$ cat src/rie_pkg.sv
// Shared types, constants and helpers for the road impact event classifier.
// Used by every other file of the block; depends on nothing.
`default_nettype none

package rie_pkg;

    localparam int unsigned AXIS_W     = 16;
    localparam int unsigned MAG_W      = 16;
    localparam int unsigned SPEED_W    = 12;
    localparam int unsigned TIME_W     = 32;
    localparam int unsigned SUM_W      = 32;
    localparam int unsigned CNT_W      = 4;
    localparam int unsigned CAT_W      = 2;
    localparam int unsigned APB_ADDR_W = 5;
    localparam int unsigned APB_DATA_W = 32;
    localparam int unsigned REG_IDX_W  = 3;

    localparam logic [REG_IDX_W-1:0] REG_START_THRESHOLD   = 3'd0;
    localparam logic [REG_IDX_W-1:0] REG_RELEASE_THRESHOLD = 3'd1;
    localparam logic [REG_IDX_W-1:0] REG_RELEASE_GAP_MS    = 3'd2;
    localparam logic [REG_IDX_W-1:0] REG_MAX_EVENT_MS      = 3'd3;
    localparam logic [REG_IDX_W-1:0] REG_POTHOLE_THRESHOLD = 3'd4;
    localparam logic [REG_IDX_W-1:0] REG_SEVERE_THRESHOLD  = 3'd5;
    localparam logic [REG_IDX_W-1:0] REG_BUMPER_THRESHOLD  = 3'd6;
    localparam logic [REG_IDX_W-1:0] REG_MIN_DETECT_SPEED  = 3'd7;

    localparam logic [CAT_W-1:0] CAT_NORMAL  = 2'd0;
    localparam logic [CAT_W-1:0] CAT_BUMPER  = 2'd1;
    localparam logic [CAT_W-1:0] CAT_POTHOLE = 2'd2;

    localparam int unsigned DEF_POTHOLE_MIN_SPEED       = 100;
    localparam int unsigned DEF_BUMPER_MAX_SPEED        = 300;
    localparam int unsigned DEF_POTHOLE_MAX_DURATION_MS = 150;
    localparam int unsigned DEF_BUMPER_MIN_DURATION_MS  = 200;

    // Square steps of the magnitude sequencer: three products plus one drain step.
    localparam logic [CNT_W-1:0] SQ_LAST_STEP   = 4'd3;
    localparam logic [CNT_W-1:0] ROOT_FIRST_STEP = 4'd15;
    localparam logic [SUM_W-1:0] ROOT_FIRST_BIT = 32'h4000_0000;

    typedef enum logic [1:0] {
        MAG_IDLE,
        MAG_SQUARE,
        MAG_ROOT,
        MAG_HOLD
    } mag_state_t;

    typedef struct packed {
        logic [MAG_W-1:0]   start_threshold;
        logic [MAG_W-1:0]   release_threshold;
        logic [TIME_W-1:0]  release_gap_ms;
        logic [TIME_W-1:0]  max_event_ms;
        logic [MAG_W-1:0]   pothole_threshold;
        logic [MAG_W-1:0]   severe_threshold;
        logic [MAG_W-1:0]   bumper_threshold;
        logic [SPEED_W-1:0] min_detect_speed;
    } cfg_t;

    typedef struct packed {
        logic               detected;
        logic [CAT_W-1:0]   category;
        logic [MAG_W-1:0]   severity;
    } result_t;

    // Absolute value of a signed axis sample; the most negative code gives 32768.
    function automatic logic [AXIS_W-1:0] abs_axis(input logic [AXIS_W-1:0] v);
        logic [AXIS_W-1:0] r;
        r = v[AXIS_W-1] ? (~v + AXIS_W'(1)) : v;
        return r;
    endfunction

endpackage

`default_nettype wire

$ cat src/rie_if.sv
// Word channels of the classifier: sample channel and result channel.
// Depends on rie_pkg for field widths.
`default_nettype none

interface rie_sample_if;
    logic                              valid;
    logic                              ready;
    logic signed [rie_pkg::AXIS_W-1:0] accel_x;
    logic signed [rie_pkg::AXIS_W-1:0] accel_y;
    logic signed [rie_pkg::AXIS_W-1:0] accel_z;
    logic [rie_pkg::SPEED_W-1:0]       vehicle_speed;
    logic [rie_pkg::TIME_W-1:0]        time_ms;

    modport source (output valid, accel_x, accel_y, accel_z, vehicle_speed, time_ms,
                    input ready);
    modport sink (input valid, accel_x, accel_y, accel_z, vehicle_speed, time_ms,
                  output ready);
endinterface

interface rie_result_if;
    logic                        valid;
    logic                        ready;
    logic                        detected;
    logic [rie_pkg::CAT_W-1:0]   category;
    logic [rie_pkg::MAG_W-1:0]   severity;

    modport source (output valid, detected, category, severity, input ready);
    modport sink (input valid, detected, category, severity, output ready);
endinterface

`default_nettype wire

$ cat src/rie_cfg.sv
// APB-style configuration register file of the classifier.
// Depends on rie_pkg for the register map and the configuration struct.
`default_nettype none

module rie_cfg (
    input  wire logic                             clk,
    input  wire logic                             rst_n,
    input  wire logic                             psel,
    input  wire logic                             penable,
    input  wire logic                             pwrite,
    input  wire logic [rie_pkg::APB_ADDR_W-1:0]   paddr,
    input  wire logic [rie_pkg::APB_DATA_W-1:0]   pwdata,
    output logic      [rie_pkg::APB_DATA_W-1:0]   prdata,
    output logic                                  pready,
    output rie_pkg::cfg_t                         cfg
);

    rie_pkg::cfg_t                  cfg_reg;
    logic [rie_pkg::REG_IDX_W-1:0]  idx;
    logic                           wr_en;

    assign pready = 1'b1;
    assign idx    = paddr[rie_pkg::APB_ADDR_W-1:2];
    assign wr_en  = psel && penable && pwrite && pready;
    assign cfg    = cfg_reg;

    always_ff @(posedge clk or negedge rst_n)
    begin
        if (!rst_n)
        begin
            cfg_reg <= '0;
        end
        else if (wr_en)
        begin
            case (idx)
                rie_pkg::REG_START_THRESHOLD:
                    cfg_reg.start_threshold <= pwdata[rie_pkg::MAG_W-1:0];
                rie_pkg::REG_RELEASE_THRESHOLD:
                    cfg_reg.release_threshold <= pwdata[rie_pkg::MAG_W-1:0];
                rie_pkg::REG_RELEASE_GAP_MS:
                    cfg_reg.release_gap_ms <= pwdata[rie_pkg::TIME_W-1:0];
                rie_pkg::REG_MAX_EVENT_MS:
                    cfg_reg.max_event_ms <= pwdata[rie_pkg::TIME_W-1:0];
                rie_pkg::REG_POTHOLE_THRESHOLD:
                    cfg_reg.pothole_threshold <= pwdata[rie_pkg::MAG_W-1:0];
                rie_pkg::REG_SEVERE_THRESHOLD:
                    cfg_reg.severe_threshold <= pwdata[rie_pkg::MAG_W-1:0];
                rie_pkg::REG_BUMPER_THRESHOLD:
                    cfg_reg.bumper_threshold <= pwdata[rie_pkg::MAG_W-1:0];
                rie_pkg::REG_MIN_DETECT_SPEED:
                    cfg_reg.min_detect_speed <= pwdata[rie_pkg::SPEED_W-1:0];
                default:
                begin
                end
            endcase
        end
    end

    always_comb
    begin
        case (idx)
            rie_pkg::REG_START_THRESHOLD:
                prdata = rie_pkg::APB_DATA_W'(cfg_reg.start_threshold);
            rie_pkg::REG_RELEASE_THRESHOLD:
                prdata = rie_pkg::APB_DATA_W'(cfg_reg.release_threshold);
            rie_pkg::REG_RELEASE_GAP_MS:
                prdata = rie_pkg::APB_DATA_W'(cfg_reg.release_gap_ms);
            rie_pkg::REG_MAX_EVENT_MS:
                prdata = rie_pkg::APB_DATA_W'(cfg_reg.max_event_ms);
            rie_pkg::REG_POTHOLE_THRESHOLD:
                prdata = rie_pkg::APB_DATA_W'(cfg_reg.pothole_threshold);
            rie_pkg::REG_SEVERE_THRESHOLD:
                prdata = rie_pkg::APB_DATA_W'(cfg_reg.severe_threshold);
            rie_pkg::REG_BUMPER_THRESHOLD:
                prdata = rie_pkg::APB_DATA_W'(cfg_reg.bumper_threshold);
            rie_pkg::REG_MIN_DETECT_SPEED:
                prdata = rie_pkg::APB_DATA_W'(cfg_reg.min_detect_speed);
            default:
                prdata = '0;
        endcase
    end

endmodule

`default_nettype wire

$ cat src/rie_mag.sv
// Iterative magnitude unit: one multiplier squares the axes in turn, then one
// add-and-compare unit extracts the integer square root a bit per cycle.
// Depends on rie_pkg.
`default_nettype none

module rie_mag (
    input  wire logic                          clk,
    input  wire logic                          rst_n,
    input  wire logic                          start,
    input  wire logic [rie_pkg::AXIS_W-1:0]    accel_x,
    input  wire logic [rie_pkg::AXIS_W-1:0]    accel_y,
    input  wire logic [rie_pkg::AXIS_W-1:0]    accel_z,
    input  wire logic                          take,
    output logic                               in_ready,
    output logic                               mag_valid,
    output logic      [rie_pkg::MAG_W-1:0]     mag
);

    rie_pkg::mag_state_t            state_reg, state_next;
    logic [rie_pkg::CNT_W-1:0]      cnt_reg;
    logic [rie_pkg::AXIS_W-1:0]     axis_reg [3];
    logic [rie_pkg::SUM_W-1:0]      prod_reg;
    logic [rie_pkg::SUM_W-1:0]      sum_reg;
    logic [rie_pkg::SUM_W-1:0]      root_reg;
    logic [rie_pkg::SUM_W-1:0]      bit_reg;
    logic [rie_pkg::AXIS_W-1:0]     axis_sel;
    logic [rie_pkg::AXIS_W-1:0]     axis_abs;
    logic [rie_pkg::SUM_W-1:0]      trial;
    logic                           fits;
    logic                           sq_phase;
    logic                           root_phase;

    always_comb
    begin
        state_next = state_reg;
        case (state_reg)
            rie_pkg::MAG_IDLE:
                if (start)
                    state_next = rie_pkg::MAG_SQUARE;
            rie_pkg::MAG_SQUARE:
                if (cnt_reg == rie_pkg::SQ_LAST_STEP)
                    state_next = rie_pkg::MAG_ROOT;
            rie_pkg::MAG_ROOT:
                if (cnt_reg == '0)
                    state_next = rie_pkg::MAG_HOLD;
            rie_pkg::MAG_HOLD:
                if (take)
                    state_next = rie_pkg::MAG_IDLE;
            default:
                state_next = rie_pkg::MAG_IDLE;
        endcase
    end

    always_comb
    begin
        in_ready   = 1'b0;
        mag_valid  = 1'b0;
        sq_phase   = 1'b0;
        root_phase = 1'b0;
        case (state_reg)
            rie_pkg::MAG_IDLE:   in_ready   = 1'b1;
            rie_pkg::MAG_SQUARE: sq_phase   = 1'b1;
            rie_pkg::MAG_ROOT:   root_phase = 1'b1;
            rie_pkg::MAG_HOLD:   mag_valid  = 1'b1;
            default:
            begin
            end
        endcase
    end

    always_ff @(posedge clk or negedge rst_n)
    begin
        if (!rst_n)
        begin
            state_reg <= rie_pkg::MAG_IDLE;
            cnt_reg   <= '0;
        end
        else
        begin
            state_reg <= state_next;
            if (start && in_ready)
                cnt_reg <= '0;
            else if (sq_phase && cnt_reg == rie_pkg::SQ_LAST_STEP)
                cnt_reg <= rie_pkg::ROOT_FIRST_STEP;
            else if (sq_phase)
                cnt_reg <= cnt_reg + rie_pkg::CNT_W'(1);
            else if (root_phase && cnt_reg != '0)
                cnt_reg <= cnt_reg - rie_pkg::CNT_W'(1);
        end
    end

    // Axis selected for the multiplier in the current square step.
    always_comb
    begin
        case (cnt_reg[1:0])
            2'd0:    axis_sel = axis_reg[0];
            2'd1:    axis_sel = axis_reg[1];
            2'd2:    axis_sel = axis_reg[2];
            default: axis_sel = '0;
        endcase
    end

    assign axis_abs = rie_pkg::abs_axis(axis_sel);
    assign trial    = root_reg + bit_reg;
    assign fits     = sum_reg >= trial;
    assign mag      = root_reg[rie_pkg::MAG_W-1:0];

    // The product is registered and added in the next step, so the last square
    // step only drains the pipeline. In the root phase sum_reg is the remainder.
    always_ff @(posedge clk)
    begin
        if (start && in_ready)
        begin
            axis_reg[0] <= accel_x;
            axis_reg[1] <= accel_y;
            axis_reg[2] <= accel_z;
        end
        if (sq_phase)
        begin
            prod_reg <= axis_abs * axis_abs;
            if (cnt_reg == rie_pkg::CNT_W'(1))
                sum_reg <= prod_reg;
            else if (cnt_reg != '0)
                sum_reg <= sum_reg + prod_reg;
            root_reg <= '0;
            bit_reg  <= rie_pkg::ROOT_FIRST_BIT;
        end
        else if (root_phase)
        begin
            if (fits)
            begin
                sum_reg  <= sum_reg - trial;
                root_reg <= (root_reg >> 1) + bit_reg;
            end
            else
            begin
                root_reg <= root_reg >> 1;
            end
            bit_reg <= bit_reg >> 2;
        end
    end

endmodule

`default_nettype wire

$ cat src/rie_evt.sv
// Event tracker and classifier: holds the open event and forms one result word
// for each finished magnitude. Depends on rie_pkg.
`default_nettype none

module rie_evt #(
    parameter int unsigned POTHOLE_MIN_SPEED       = rie_pkg::DEF_POTHOLE_MIN_SPEED,
    parameter int unsigned BUMPER_MAX_SPEED        = rie_pkg::DEF_BUMPER_MAX_SPEED,
    parameter int unsigned POTHOLE_MAX_DURATION_MS = rie_pkg::DEF_POTHOLE_MAX_DURATION_MS,
    parameter int unsigned BUMPER_MIN_DURATION_MS  = rie_pkg::DEF_BUMPER_MIN_DURATION_MS
) (
    input  wire logic                          clk,
    input  wire logic                          rst_n,
    input  wire logic                          take,
    input  wire logic [rie_pkg::MAG_W-1:0]     mag,
    input  wire logic [rie_pkg::SPEED_W-1:0]   speed,
    input  wire logic [rie_pkg::TIME_W-1:0]    now,
    input  wire rie_pkg::cfg_t                 cfg,
    output rie_pkg::result_t                   res
);

    localparam logic [rie_pkg::SPEED_W-1:0] PMIN_SPEED =
        rie_pkg::SPEED_W'(POTHOLE_MIN_SPEED);
    localparam logic [rie_pkg::SPEED_W-1:0] BMAX_SPEED =
        rie_pkg::SPEED_W'(BUMPER_MAX_SPEED);
    localparam logic [rie_pkg::TIME_W-1:0]  PMAX_DUR =
        rie_pkg::TIME_W'(POTHOLE_MAX_DURATION_MS);
    localparam logic [rie_pkg::TIME_W-1:0]  BMIN_DUR =
        rie_pkg::TIME_W'(BUMPER_MIN_DURATION_MS);

    logic                           active_reg, active_next;
    logic [rie_pkg::MAG_W-1:0]      peak_reg, peak_next;
    logic [rie_pkg::SPEED_W-1:0]    speed_reg, speed_next;
    logic [rie_pkg::TIME_W-1:0]     start_reg, start_next;
    logic [rie_pkg::TIME_W-1:0]     last_reg, last_next;

    logic [rie_pkg::MAG_W-1:0]      peak_upd;
    logic [rie_pkg::TIME_W-1:0]     last_upd;
    logic [rie_pkg::TIME_W-1:0]     duration;
    logic [rie_pkg::TIME_W-1:0]     quiet;
    logic                           closing;
    logic                           is_pothole;
    logic                           is_bumper;

    always_comb
    begin
        peak_upd   = (mag > peak_reg) ? mag : peak_reg;
        last_upd   = (mag >= cfg.release_threshold) ? now : last_reg;
        duration   = now - start_reg;
        quiet      = now - last_upd;
        closing    = (quiet >= cfg.release_gap_ms) || (duration >= cfg.max_event_ms);
        is_pothole = (speed_reg >= PMIN_SPEED) &&
                     (((duration <= PMAX_DUR) && (peak_upd >= cfg.pothole_threshold)) ||
                      (peak_upd >= cfg.severe_threshold));
        is_bumper  = (speed_reg <= BMAX_SPEED) && (duration >= BMIN_DUR) &&
                     (peak_upd >= cfg.bumper_threshold);

        active_next = active_reg;
        peak_next   = peak_reg;
        speed_next  = speed_reg;
        start_next  = start_reg;
        last_next   = last_reg;
        res.detected = 1'b0;
        res.category = rie_pkg::CAT_NORMAL;

        if (!active_reg)
        begin
            res.severity = mag;
            if ((speed >= cfg.min_detect_speed) && (mag >= cfg.start_threshold))
            begin
                active_next = 1'b1;
                peak_next   = mag;
                speed_next  = speed;
                start_next  = now;
                last_next   = now;
            end
        end
        else
        begin
            res.severity = peak_upd;
            peak_next    = peak_upd;
            last_next    = last_upd;
            if (closing)
            begin
                active_next = 1'b0;
                peak_next   = '0;
                speed_next  = '0;
                start_next  = '0;
                last_next   = '0;
                if (is_pothole)
                begin
                    res.detected = 1'b1;
                    res.category = rie_pkg::CAT_POTHOLE;
                end
                else if (is_bumper)
                begin
                    res.detected = 1'b1;
                    res.category = rie_pkg::CAT_BUMPER;
                end
            end
        end
    end

    always_ff @(posedge clk or negedge rst_n)
    begin
        if (!rst_n)
        begin
            active_reg <= 1'b0;
            peak_reg   <= '0;
            speed_reg  <= '0;
            start_reg  <= '0;
            last_reg   <= '0;
        end
        else if (take)
        begin
            active_reg <= active_next;
            peak_reg   <= peak_next;
            speed_reg  <= speed_next;
            start_reg  <= start_next;
            last_reg   <= last_next;
        end
    end

endmodule

`default_nettype wire

$ cat src/road_impact_event_classifier.sv
// Road impact event classifier, top level. A sample word accepted by the idle
// sequencer goes through 4 square steps on the shared 16x16 multiplier, then
// 16 root steps on the shared add-and-compare unit, and is then handed over to
// the event tracker and the output register. A new sample word is taken only
// once the sequencer is idle again; a stalled result port holds it back.
// rst_n clears the configuration registers, event and control state asynchronously.
`default_nettype none

module road_impact_event_classifier #(
    parameter int unsigned POTHOLE_MIN_SPEED       = rie_pkg::DEF_POTHOLE_MIN_SPEED,
    parameter int unsigned BUMPER_MAX_SPEED        = rie_pkg::DEF_BUMPER_MAX_SPEED,
    parameter int unsigned POTHOLE_MAX_DURATION_MS = rie_pkg::DEF_POTHOLE_MAX_DURATION_MS,
    parameter int unsigned BUMPER_MIN_DURATION_MS  = rie_pkg::DEF_BUMPER_MIN_DURATION_MS
) (
    input  wire logic                             clk,
    input  wire logic                             rst_n,
    input  wire logic                             psel,
    input  wire logic                             penable,
    input  wire logic                             pwrite,
    input  wire logic [rie_pkg::APB_ADDR_W-1:0]   paddr,
    input  wire logic [rie_pkg::APB_DATA_W-1:0]   pwdata,
    output logic      [rie_pkg::APB_DATA_W-1:0]   prdata,
    output logic                                  pready,
    rie_sample_if.sink                            sample,
    rie_result_if.source                          result
);

    rie_pkg::cfg_t                   cfg;
    rie_pkg::result_t                res;
    logic                            accept;
    logic                            mag_valid;
    logic                            take;
    logic [rie_pkg::MAG_W-1:0]       mag;
    logic [rie_pkg::SPEED_W-1:0]     speed_reg;
    logic [rie_pkg::TIME_W-1:0]      time_reg;
    logic                            out_valid_reg;
    rie_pkg::result_t                out_reg;

    // APB regs: the user writes them only while no word is in flight; not enforced.
    rie_cfg u_cfg (
        .clk     (clk),
        .rst_n   (rst_n),
        .psel    (psel),
        .penable (penable),
        .pwrite  (pwrite),
        .paddr   (paddr),
        .pwdata  (pwdata),
        .prdata  (prdata),
        .pready  (pready),
        .cfg     (cfg)
    );

    // The magnitude unit is ready only when idle; the sample's speed and time
    // are held here while it works.
    assign accept = sample.valid && sample.ready;

    always_ff @(posedge clk)
    begin
        if (accept)
        begin
            speed_reg <= sample.vehicle_speed;
            time_reg  <= sample.time_ms;
        end
    end

    rie_mag u_mag (
        .clk       (clk),
        .rst_n     (rst_n),
        .start     (sample.valid),
        .accel_x   (sample.accel_x),
        .accel_y   (sample.accel_y),
        .accel_z   (sample.accel_z),
        .take      (take),
        .in_ready  (sample.ready),
        .mag_valid (mag_valid),
        .mag       (mag)
    );

    // A finished magnitude is handed to the event tracker only when the output
    // register is free or being emptied in the same cycle, so the event state
    // advances exactly once per result word.
    assign take = mag_valid && (!out_valid_reg || result.ready);

    rie_evt #(
        .POTHOLE_MIN_SPEED       (POTHOLE_MIN_SPEED),
        .BUMPER_MAX_SPEED        (BUMPER_MAX_SPEED),
        .POTHOLE_MAX_DURATION_MS (POTHOLE_MAX_DURATION_MS),
        .BUMPER_MIN_DURATION_MS  (BUMPER_MIN_DURATION_MS)
    ) u_evt (
        .clk   (clk),
        .rst_n (rst_n),
        .take  (take),
        .mag   (mag),
        .speed (speed_reg),
        .now   (time_reg),
        .cfg   (cfg),
        .res   (res)
    );

    // Output register: holds the result word until the sink takes it.
    always_ff @(posedge clk or negedge rst_n)
    begin
        if (!rst_n)
        begin
            out_valid_reg <= 1'b0;
        end
        else if (take)
        begin
            out_valid_reg <= 1'b1;
        end
        else if (result.ready)
        begin
            out_valid_reg <= 1'b0;
        end
    end

    always_ff @(posedge clk)
    begin
        if (take)
            out_reg <= res;
    end

    assign result.valid    = out_valid_reg;
    assign result.detected = out_reg.detected;
    assign result.category = out_reg.category;
    assign result.severity = out_reg.severity;

endmodule

`default_nettype wire
$ cat src/flat_wrapper.sv
// flat-port wrapper written by rule: the top's interface ports become plain ports
module road_impact_event_classifier_flat 
#(
    parameter int unsigned POTHOLE_MIN_SPEED       = rie_pkg::DEF_POTHOLE_MIN_SPEED,
    parameter int unsigned BUMPER_MAX_SPEED        = rie_pkg::DEF_BUMPER_MAX_SPEED,
    parameter int unsigned POTHOLE_MAX_DURATION_MS = rie_pkg::DEF_POTHOLE_MAX_DURATION_MS,
    parameter int unsigned BUMPER_MIN_DURATION_MS  = rie_pkg::DEF_BUMPER_MIN_DURATION_MS
)
  (clk, rst_n, psel, penable, pwrite, paddr, pwdata, prdata, pready, sample_valid, sample_accel_x, sample_accel_y, sample_accel_z, sample_vehicle_speed, sample_time_ms, sample_ready, result_valid, result_detected, result_category, result_severity, result_ready);
  rie_sample_if sample_i ();
  rie_result_if result_i ();
  input  wire logic clk;
  input  wire logic rst_n;
  input  wire logic psel;
  input  wire logic penable;
  input  wire logic pwrite;
  input  wire logic [rie_pkg::APB_ADDR_W-1:0] paddr;
  input  wire logic [rie_pkg::APB_DATA_W-1:0] pwdata;
  output logic      [rie_pkg::APB_DATA_W-1:0] prdata;
  output logic pready;
  input wire logic [$bits(sample_i.valid)-1:0] sample_valid;
  input wire logic [$bits(sample_i.accel_x)-1:0] sample_accel_x;
  input wire logic [$bits(sample_i.accel_y)-1:0] sample_accel_y;
  input wire logic [$bits(sample_i.accel_z)-1:0] sample_accel_z;
  input wire logic [$bits(sample_i.vehicle_speed)-1:0] sample_vehicle_speed;
  input wire logic [$bits(sample_i.time_ms)-1:0] sample_time_ms;
  output wire logic [$bits(sample_i.ready)-1:0] sample_ready;
  output wire logic [$bits(result_i.valid)-1:0] result_valid;
  output wire logic [$bits(result_i.detected)-1:0] result_detected;
  output wire logic [$bits(result_i.category)-1:0] result_category;
  output wire logic [$bits(result_i.severity)-1:0] result_severity;
  input wire logic [$bits(result_i.ready)-1:0] result_ready;
  assign sample_i.valid = sample_valid;
  assign sample_i.accel_x = sample_accel_x;
  assign sample_i.accel_y = sample_accel_y;
  assign sample_i.accel_z = sample_accel_z;
  assign sample_i.vehicle_speed = sample_vehicle_speed;
  assign sample_i.time_ms = sample_time_ms;
  assign sample_ready = sample_i.ready;
  assign result_valid = result_i.valid;
  assign result_detected = result_i.detected;
  assign result_category = result_i.category;
  assign result_severity = result_i.severity;
  assign result_i.ready = result_ready;
  road_impact_event_classifier #(.POTHOLE_MIN_SPEED(POTHOLE_MIN_SPEED), .BUMPER_MAX_SPEED(BUMPER_MAX_SPEED), .POTHOLE_MAX_DURATION_MS(POTHOLE_MAX_DURATION_MS), .BUMPER_MIN_DURATION_MS(BUMPER_MIN_DURATION_MS)) u_core (.clk(clk), .rst_n(rst_n), .psel(psel), .penable(penable), .pwrite(pwrite), .paddr(paddr), .pwdata(pwdata), .prdata(prdata), .pready(pready), .sample(sample_i), .result(result_i));
endmodule
$ cat config.mk
export PLATFORM = sky130hd
export DESIGN_NAME = road_impact_event_classifier_flat
export DESIGN_NICKNAME = d
export VERILOG_FILES = /design/src/rie_pkg.sv /design/src/rie_if.sv /design/src/rie_cfg.sv /design/src/rie_mag.sv /design/src/rie_evt.sv /design/src/road_impact_event_classifier.sv /design/src/flat_wrapper.sv
export SDC_FILE = /design/constraint.sdc
export NUM_CORES = 2
export LEC_CHECK = 0
export BUFFER_PORTS_ARGS = -buffer_cell sky130_fd_sc_hd__buf_2
export CAP_MARGIN = 10
export CORE_UTILIZATION = 45
export DETAILED_ROUTE_END_ITERATION = 6
export SLEW_MARGIN = 25
export SYNTH_ARGS = -nofsm -noshare
export SYNTH_HDL_FRONTEND = slang
export SYNTH_SLANG_ARGS = --single-unit
export TNS_END_PERCENT = 5
$ cat constraint.sdc
create_clock -name clk -period 16.75 [get_ports clk]
set_input_delay 0.8375 -clock clk [delete_from_list [all_inputs] [get_ports clk]]
set_output_delay 0.8375 -clock clk [all_outputs]
set_load 0.05 [all_outputs]
; ---- Word-level counts from Yosys, hierarchy flattened
; Memories as Yosys holds them, arrays and structs flattened.
; Cells that the tools add are included.
[totals]
ff_bits = 431
latchBits = 0
ramBits = 48
romBits = 0
in_bits = 136
out_inout_bits = 54
elab_cells = 158
memories = 1
[op_classes]
n_addsub = 9
multipliers = 1
div = 0
order_cmp = 14
eq_ne = 20
shifts = 0
mux = 45
bitwise_logic = 3
reduce_logical = 39
[mem_list]
columns = name, words, width, read_ports, rd_ports_with_merged_regs, wr, line_no
row1 = u_core.u_mag.axis_reg, 3, 16, 3, 0, 3, rie_mag.sv:21  ; logic [rie_pkg::AXIS_W-1:0] axis_reg [3];
[ops]
columns = operator, count
row1 = 32-bit two-way mux, 12
row2 = 32-bit one-hot mux with 8 select lines, 1
row3 = 32-bit greater-or-equal comparator, 3
row4 = 16-bit two-way mux, 6
row5 = 32-bit subtractor, 3
row6 = 16-bit greater-or-equal comparator, 5
row7 = 16-bit one-hot mux with 3 select lines, 1
row8 = 12-bit two-way mux, 3
row9 = 31-bit by 31-bit adder with 32-bit output, 1
row10 = 32-bit by 31-bit adder with 32-bit output, 1
row11 = 32-bit adder, 1
row12 = 32-bit by 8-bit greater-or-equal comparator with 1-bit output (second input constant), 1
row13 = 32-bit by 8-bit <= comparator with 1-bit output (second input constant), 1
row14 = 16-bit by 16-bit multiplier with 32-bit output, 1
row15 = 2-bit AND reduction, 10
row16 = 16-bit by 1-bit adder with 16-bit output (second input constant), 1
row17 = 16-bit > comparator, 1
row18 = 4-bit two-way mux, 4
row19 = 16-bit inverter, 1
row20 = 3-bit equality test (second input constant), 4
row21 = 12-bit greater-or-equal comparator, 1
row22 = 12-bit by 7-bit greater-or-equal comparator with 1-bit output (second input constant), 1
row23 = 12-bit by 9-bit <= comparator with 1-bit output (second input constant), 1
row24 = 1-bit logical AND, 11
row25 = other kinds (26), 56

; ---- Longest topological paths before layout
[depth]
word_depth = 7
ltp_mapped = 40
depth_no_buf = 37

; ---- Cells and area by module
; Synthesis repeated with hierarchy kept, for this count alone.
[hier_totals]
cells_unflattened = 4094
hier_area_um2 = 39923.3
[modules_own_cells]
columns = module, n_inst, cells_per_inst, area_each_um2, seq_area_each_um2
row1 = rie_mag, 1, 2091, 19048.3, 4444.3
row2 = rie_evt, 1, 1420, 11752.5, 2327.2
row3 = rie_cfg, 1, 515, 7180.6, 3903.7
row4 = road_impact_event_classifier, 1, 68, 1941.9, 1916.8

; ---- Worst setup path before layout
; Ideal clock, no wire load.
[synth_timing]
path_type = reg2reg
start = reg u_core.u_mag.cnt_reg[1] (netlist bit)
end = reg u_core.u_mag.prod_reg[30] (netlist bit) (data pin)
setup_time_ns = 0.258
t_arrival_ns = 8.962
t_required_ns = 16.492
path_slack_ns = 7.530
stages_incl_launch_ff = 38
n_path_buf = 4
synth_period_minus_slack_ns = 9.220
cell_sequence = dfrtp_1 > inv_1 > ha_1 > clkbuf_1 > clkbuf_1 > a222oi_1 > or2_2 > clkbuf_1 > clkbuf_1 > ha_1 > nand2_1 > o21ai_0 > nand2_1 > xnor2_1 > clkinv_1 > nand2_1 > inv_1 > fa_1 > [... 2 more ...] > inv_1 > fa_1 > fa_1 > fa_1 > inv_1 > fa_1 > inv_1 > ha_1 > nor2b_1 > a311o_1 > a21oi_1 > o21ai_0 > a21oi_1 > a2111oi_0 > o41a_1 > o21a_1 > nor2_1 > xnor2_1
[synth_via]
elab_chain_len = 6
elab_cells_between_ends = 8
classes_between = add/sub: 1 / mul: 1 / eq/ne: 2 / mux: 2 / bitwise: 1 / reduce/logical: 1
[synth_lines]
columns = item, line_no
row1 = "start, declared", rie_mag.sv:20  ; logic [rie_pkg::CNT_W-1:0] cnt_reg;
row2 = "start signal, assigned", rie_mag.sv:84  ; cnt_reg <= rie_pkg::ROOT_FIRST_STEP;
row3 = "start signal, assigned", rie_mag.sv:86  ; cnt_reg <= cnt_reg + rie_pkg::CNT_W'(1);
row4 = "start signal, assigned", rie_mag.sv:88  ; cnt_reg <= cnt_reg - rie_pkg::CNT_W'(1);
row5 = 2-bit equality test (tied with other cells), rie_mag.sv:95  ; case (cnt_reg[1:0])
row6 = 16-bit one-hot mux with 3 select lines (*), rie_mag.sv:95
row7 = 16-bit inverter, rie_pkg.sv:68  ; r = v[AXIS_W-1] ? (~v + AXIS_W'(1)) : v;
row8 = 16-bit by 1-bit adder with 16-bit output, rie_pkg.sv:68
row9 = 16-bit two-way mux (*), rie_pkg.sv:68
row10 = 16-bit by 16-bit multiplier with 32-bit output (*), rie_mag.sv:120  ; prod_reg <= axis_abs * axis_abs;
row11 = "end signal, assigned", rie_mag.sv:120
row12 = "end, declared", rie_mag.sv:22  ; logic [rie_pkg::SUM_W-1:0] prod_reg;
; Every way passes the cells marked *; elsewhere a longest branch is shown, timed or not.
; A chain may end at the register's enable or synchronous reset.

; ---- Worst setup path after layout
[layout_timing]
start = reg u_core.u_mag.root_reg[0] (netlist bit)
end = reg u_core.u_evt.start_reg[23] (netlist bit)
[layout_via]
elab_chain_len = 7
elab_cells_between_ends = 10
classes_between = add/sub: 1 / order compare: 3 / eq/ne: 1 / mux: 1 / reduce/logical: 4
[layout_lines]
columns = item, line_no
row1 = "start, declared", rie_mag.sv:24  ; logic [rie_pkg::SUM_W-1:0] root_reg;
row2 = "start signal, assigned", rie_mag.sv:133  ; root_reg <= (root_reg >> 1) + bit_reg;
row3 = "start signal, assigned", rie_mag.sv:137  ; root_reg <= root_reg >> 1;
row4 = 16-bit greater-or-equal comparator, rie_evt.sv:47  ; last_upd = (mag >= cfg.release_threshold) ? now : last_reg;
row5 = 32-bit two-way mux, rie_evt.sv:47
row6 = 32-bit subtractor, rie_evt.sv:49  ; quiet = now - last_upd;
row7 = 32-bit greater-or-equal comparator, rie_evt.sv:50  ; closing = (quiet >= cfg.release_gap_ms) || (duration >= cfg.max_event_ms);
row8 = 1-bit logical OR, rie_evt.sv:50
row9 = 2-bit by 1-bit inequality test with 1-bit output (no source line), --
row10 = 3-bit AND reduction (no source line) (*), --
row11 = "end signal, assigned", rie_evt.sv:118  ; start_reg <= start_next;
row12 = "end, declared", rie_evt.sv:33  ; logic [rie_pkg::TIME_W-1:0] start_reg, start_next;
; Marked as above.

==> impl_metrics.csv <==
group,metric,value,unit
outcome,outcome,"finished, final reports clean",
layout,syn_to_final_growth,10.7,%
clock_network,root_buffer,"clkbuf_16",
routing,wirelength,106,mm
critical_path,cp_common_cell,"o21ai_0",
grt,met2_usage,0.370,
die,die_h,298,um
clock_network,cts-htree-levels,2,
grt,grt_pass1_vias,29843,
placed_design,hpwl,80.7,mm
logic_synthesis,synth-edff-count,174,
die,dieArea,88600,sq um
die,io_pins,190,
logic_synthesis,synth_mux_area_frac,0.0452,
timing,clock.fmax,92.7,MHz
clock_network,cts_resized,0,
layout,final_common_cell,"inv_1",
critical_path,cpMaxStageDelayCell,"a2111oi_0",
logic_synthesis,yosysWarnings,0,
critical_path,crit_fanout,44,
clock_network,numCtsBuffers,55,
grt,grt_pass1_wl,168,mm
timing,tns,0,ns
logic_synthesis,synth-compound-area-share,0.181,
critical_path,r2r_end,"u_core.u_evt.start_reg[23]",
die,initial_utilization,0.454,
layout,mostFrequentLayoutCells,"inv_1 (502), ha_1 (434), nand2_1 (399), o21ai_0 (291), dfrtp_1 (256)",
timing,clock_skew,0.0256,ns
critical_path,setup.worst_path.class,"flop to flop",
timing,hold_viol,0,
logic_synthesis,synthAdderAreaFrac,0.224,
clock_network,postCtsSetupRepairBufs,0,
clock_network,clk_pin_slew,0.06,ns
die,die_w,298,um
grt,grtUsageMet1,0.355,
grt,met3_usage,0.0266,
routing,routedWlPerCell,19.2,um
layout,largest_reg_flops,156,
clock_network,worst_skew_pair.late_latency,0.64,ns
logic_synthesis,synth_xor_area_frac,0.0410,
logic_synthesis,ys_ff_latch,478,
timing,post-route-period-util,0.644,
min_path,hold_class,"primary input to async pin",
critical_path,critPathMaxStageDelay,0.82,ns
critical_path,r2r_cells,36,
timing,period_minus_slack,10.78,ns
die,fp-row-count,108,
logic_synthesis,yosys_most_used_dff,"dfrtp_1",
grt,grt_remaining_overflow,0,
critical_path,crit_arrival,11.33,ns
grt,grt_use_total,0.238,
timing,rsz0062_at_grt,"false",
routing,drt-initial-drc-count,2344,
layout,nets,5065,
routing,vias_per_cell,5.58,
clock_network,cts_hold_buf,0,
grt,antenna_found_initial,4,
routing,dr_total_vias,30828,
routing,antenna_left,0,
critical_path,endpoint_kind,"flop",
timing,drv_slew,0,
timing,tightest_slew,1.04,ns
placed_design,gp_congestion,0.922,
timing,maxSlewHeadroom,0.298,
placed_design,port_buffers,186,
critical_path,crit_required,17.30,ns
logic_synthesis,synthSimpleGateAreaFrac,0.121,
clock_network,cts_tree,"yes",
grt,grt_start_max_net_pins,166,
clock_network,cts_buffer_depth,3,
logic_synthesis,yosysSeqAreaShare,0.320,
logic_synthesis,synthCells,4198,
grt,grt_busiest_layer,"met2",
clock_network,cts_sinks,478,
logic_synthesis,synth_top_family_by_area,"adder cells",
logic_synthesis,synthesis.area,39300,sq um
critical_path,ff2ff_setup_slack,5.97,ns
flow_run,max_cap_viol_count,0,
critical_path,r2r-start,"u_core.u_mag.root_reg[0]",
logic_synthesis,syn_area_per_cell,9.37,sq um
die,fp.coreArea,86800,sq um
logic_synthesis,synth.distinct_cells,100,
routing,drc,0,
routing,firstDrtPassIters,6,
logic_synthesis,synthArstFlopShare,0.536,
layout,layout-drive-gt1-share,0.109,
critical_path,startpoint_type,"flop",
timing,final-setup-viol-count,0,
worst max-delay path, delay by kind of cell (launching register included):
family | cells | cell delay, ns
flops | 1 | 0.45
simple gates | 10 | 3.05
mux | 1 | 0.24
fa+ha+maj | 3 | 0.91
compound gates | 18 | 5.04
xor+xnor | 1 | 0.21
buf+inv | 3 | 0.73
logic make-up (layout without fill, tap and decap cells):
group	count (synthesis)	in the layout
flops	478	478
simple gates	1028	1028
compound gates	1067	1067
other cells	2	14
mux	158	158
fa+ha+maj	604	604
xor+xnor	184	184
buf+inv	677	841
cell usage after synthesis, types with 8 or more instances:
cell	number	area share
a21o_1	121	0.023
a211oi_1	38	0.0072
or2_2	15	0.0024
dfxtp_1	48	0.024
a22o_1	94	0.021
o21bai_1	28	0.0053
fa_1	168	0.085
o31ai_1	14	0.0027
a21oi_1	201	0.026
nor2b_1	50	0.0079
inv_1	502	0.048
o211a_1	8	0.0020
and3_1	30	0.0048
nand4_1	34	0.0054
mux2i_1	72	0.018
nand2_1	401	0.038
nand2b_1	32	0.0051
xnor2_1	112	0.025
nor4_1	14	0.0022
buf_1	12	0.0011
o22ai_1	9	0.0014
mux4_2	8	0.0046
edfxtp_1	174	0.13
a221oi_1	9	0.0020
mux2_2	78	0.022
a31oi_1	42	0.0067
dfrtp_1	256	0.16
clkbuf_1	146	0.014
and2_1	25	0.0040
ha_1	436	0.14
a211o_1	8	0.0018
or3_1	23	0.0037
nor2_1	251	0.024
a311oi_1	13	0.0029
o211ai_1	34	0.0065
o21a_1	33	0.0063
nand3_1	56	0.0071
o21ai_0	292	0.037
nor3_1	56	0.0071
and4_1	13	0.0029
xor2_1	72	0.016
a222oi_1	15	0.0038
o21ai_1	8	0.0010
per-layer routing:
layer,part of all wire,vias up
met2,0.44,740
met1,0.50,14951
met5,0.00012,-
li1,-,15016
met3,0.046,119
met4,0.020,2
through the flow:
stage	cell area, sq um	worst slack (ns)	hold slack (ns)	utilization	cells
after floorplan	39400	7.53	0.462	-	4208
final	43600	5.97	0.211	0.502	5529
after detailed placement	41500	6.19	0.481	0.478	5422
after global routing	43600	5.32	0.278	0.502	5528
after CTS	43500	6.11	0.236	0.502	5526
after global placement	41500	6.25	0.482	0.478	5421
area by class of cell:
type,count,area (sq um)
Fill cell,8159,43200
Multi-Input combinational cell,3053,24200
Sequential cell,478,12600
Inverter,506,1900
Clock buffer,72,1570
Tap cell,1155,1450
Timing Repair Buffer,231,1330
Clock inverter,32,474
Antenna cell,2,5.00
worst max path at each step:
stage                                         from                          to  slack, ns  cells past startpoint
final                     u_core.u_mag.root_reg[0]  u_core.u_evt.start_reg[23]       5.97                     36
after global routing      u_core.u_mag.root_reg[0]  u_core.u_evt.start_reg[23]       5.32                     36
after CTS                 u_core.u_mag.root_reg[0]  u_core.u_evt.start_reg[23]       6.11                     36
after detailed placement  u_core.u_mag.root_reg[0]    u_core.u_evt.peak_reg[4]       6.19                     36
after global placement    u_core.u_mag.root_reg[0]    u_core.u_evt.peak_reg[7]       6.25                     36
after floorplan            u_core.u_mag.cnt_reg[1]   u_core.u_mag.prod_reg[30]       7.53                     37
Power is left out: the tool's default activity adds up to more than one toggle a clock period on the data nets, which glitch-free logic cannot reach.
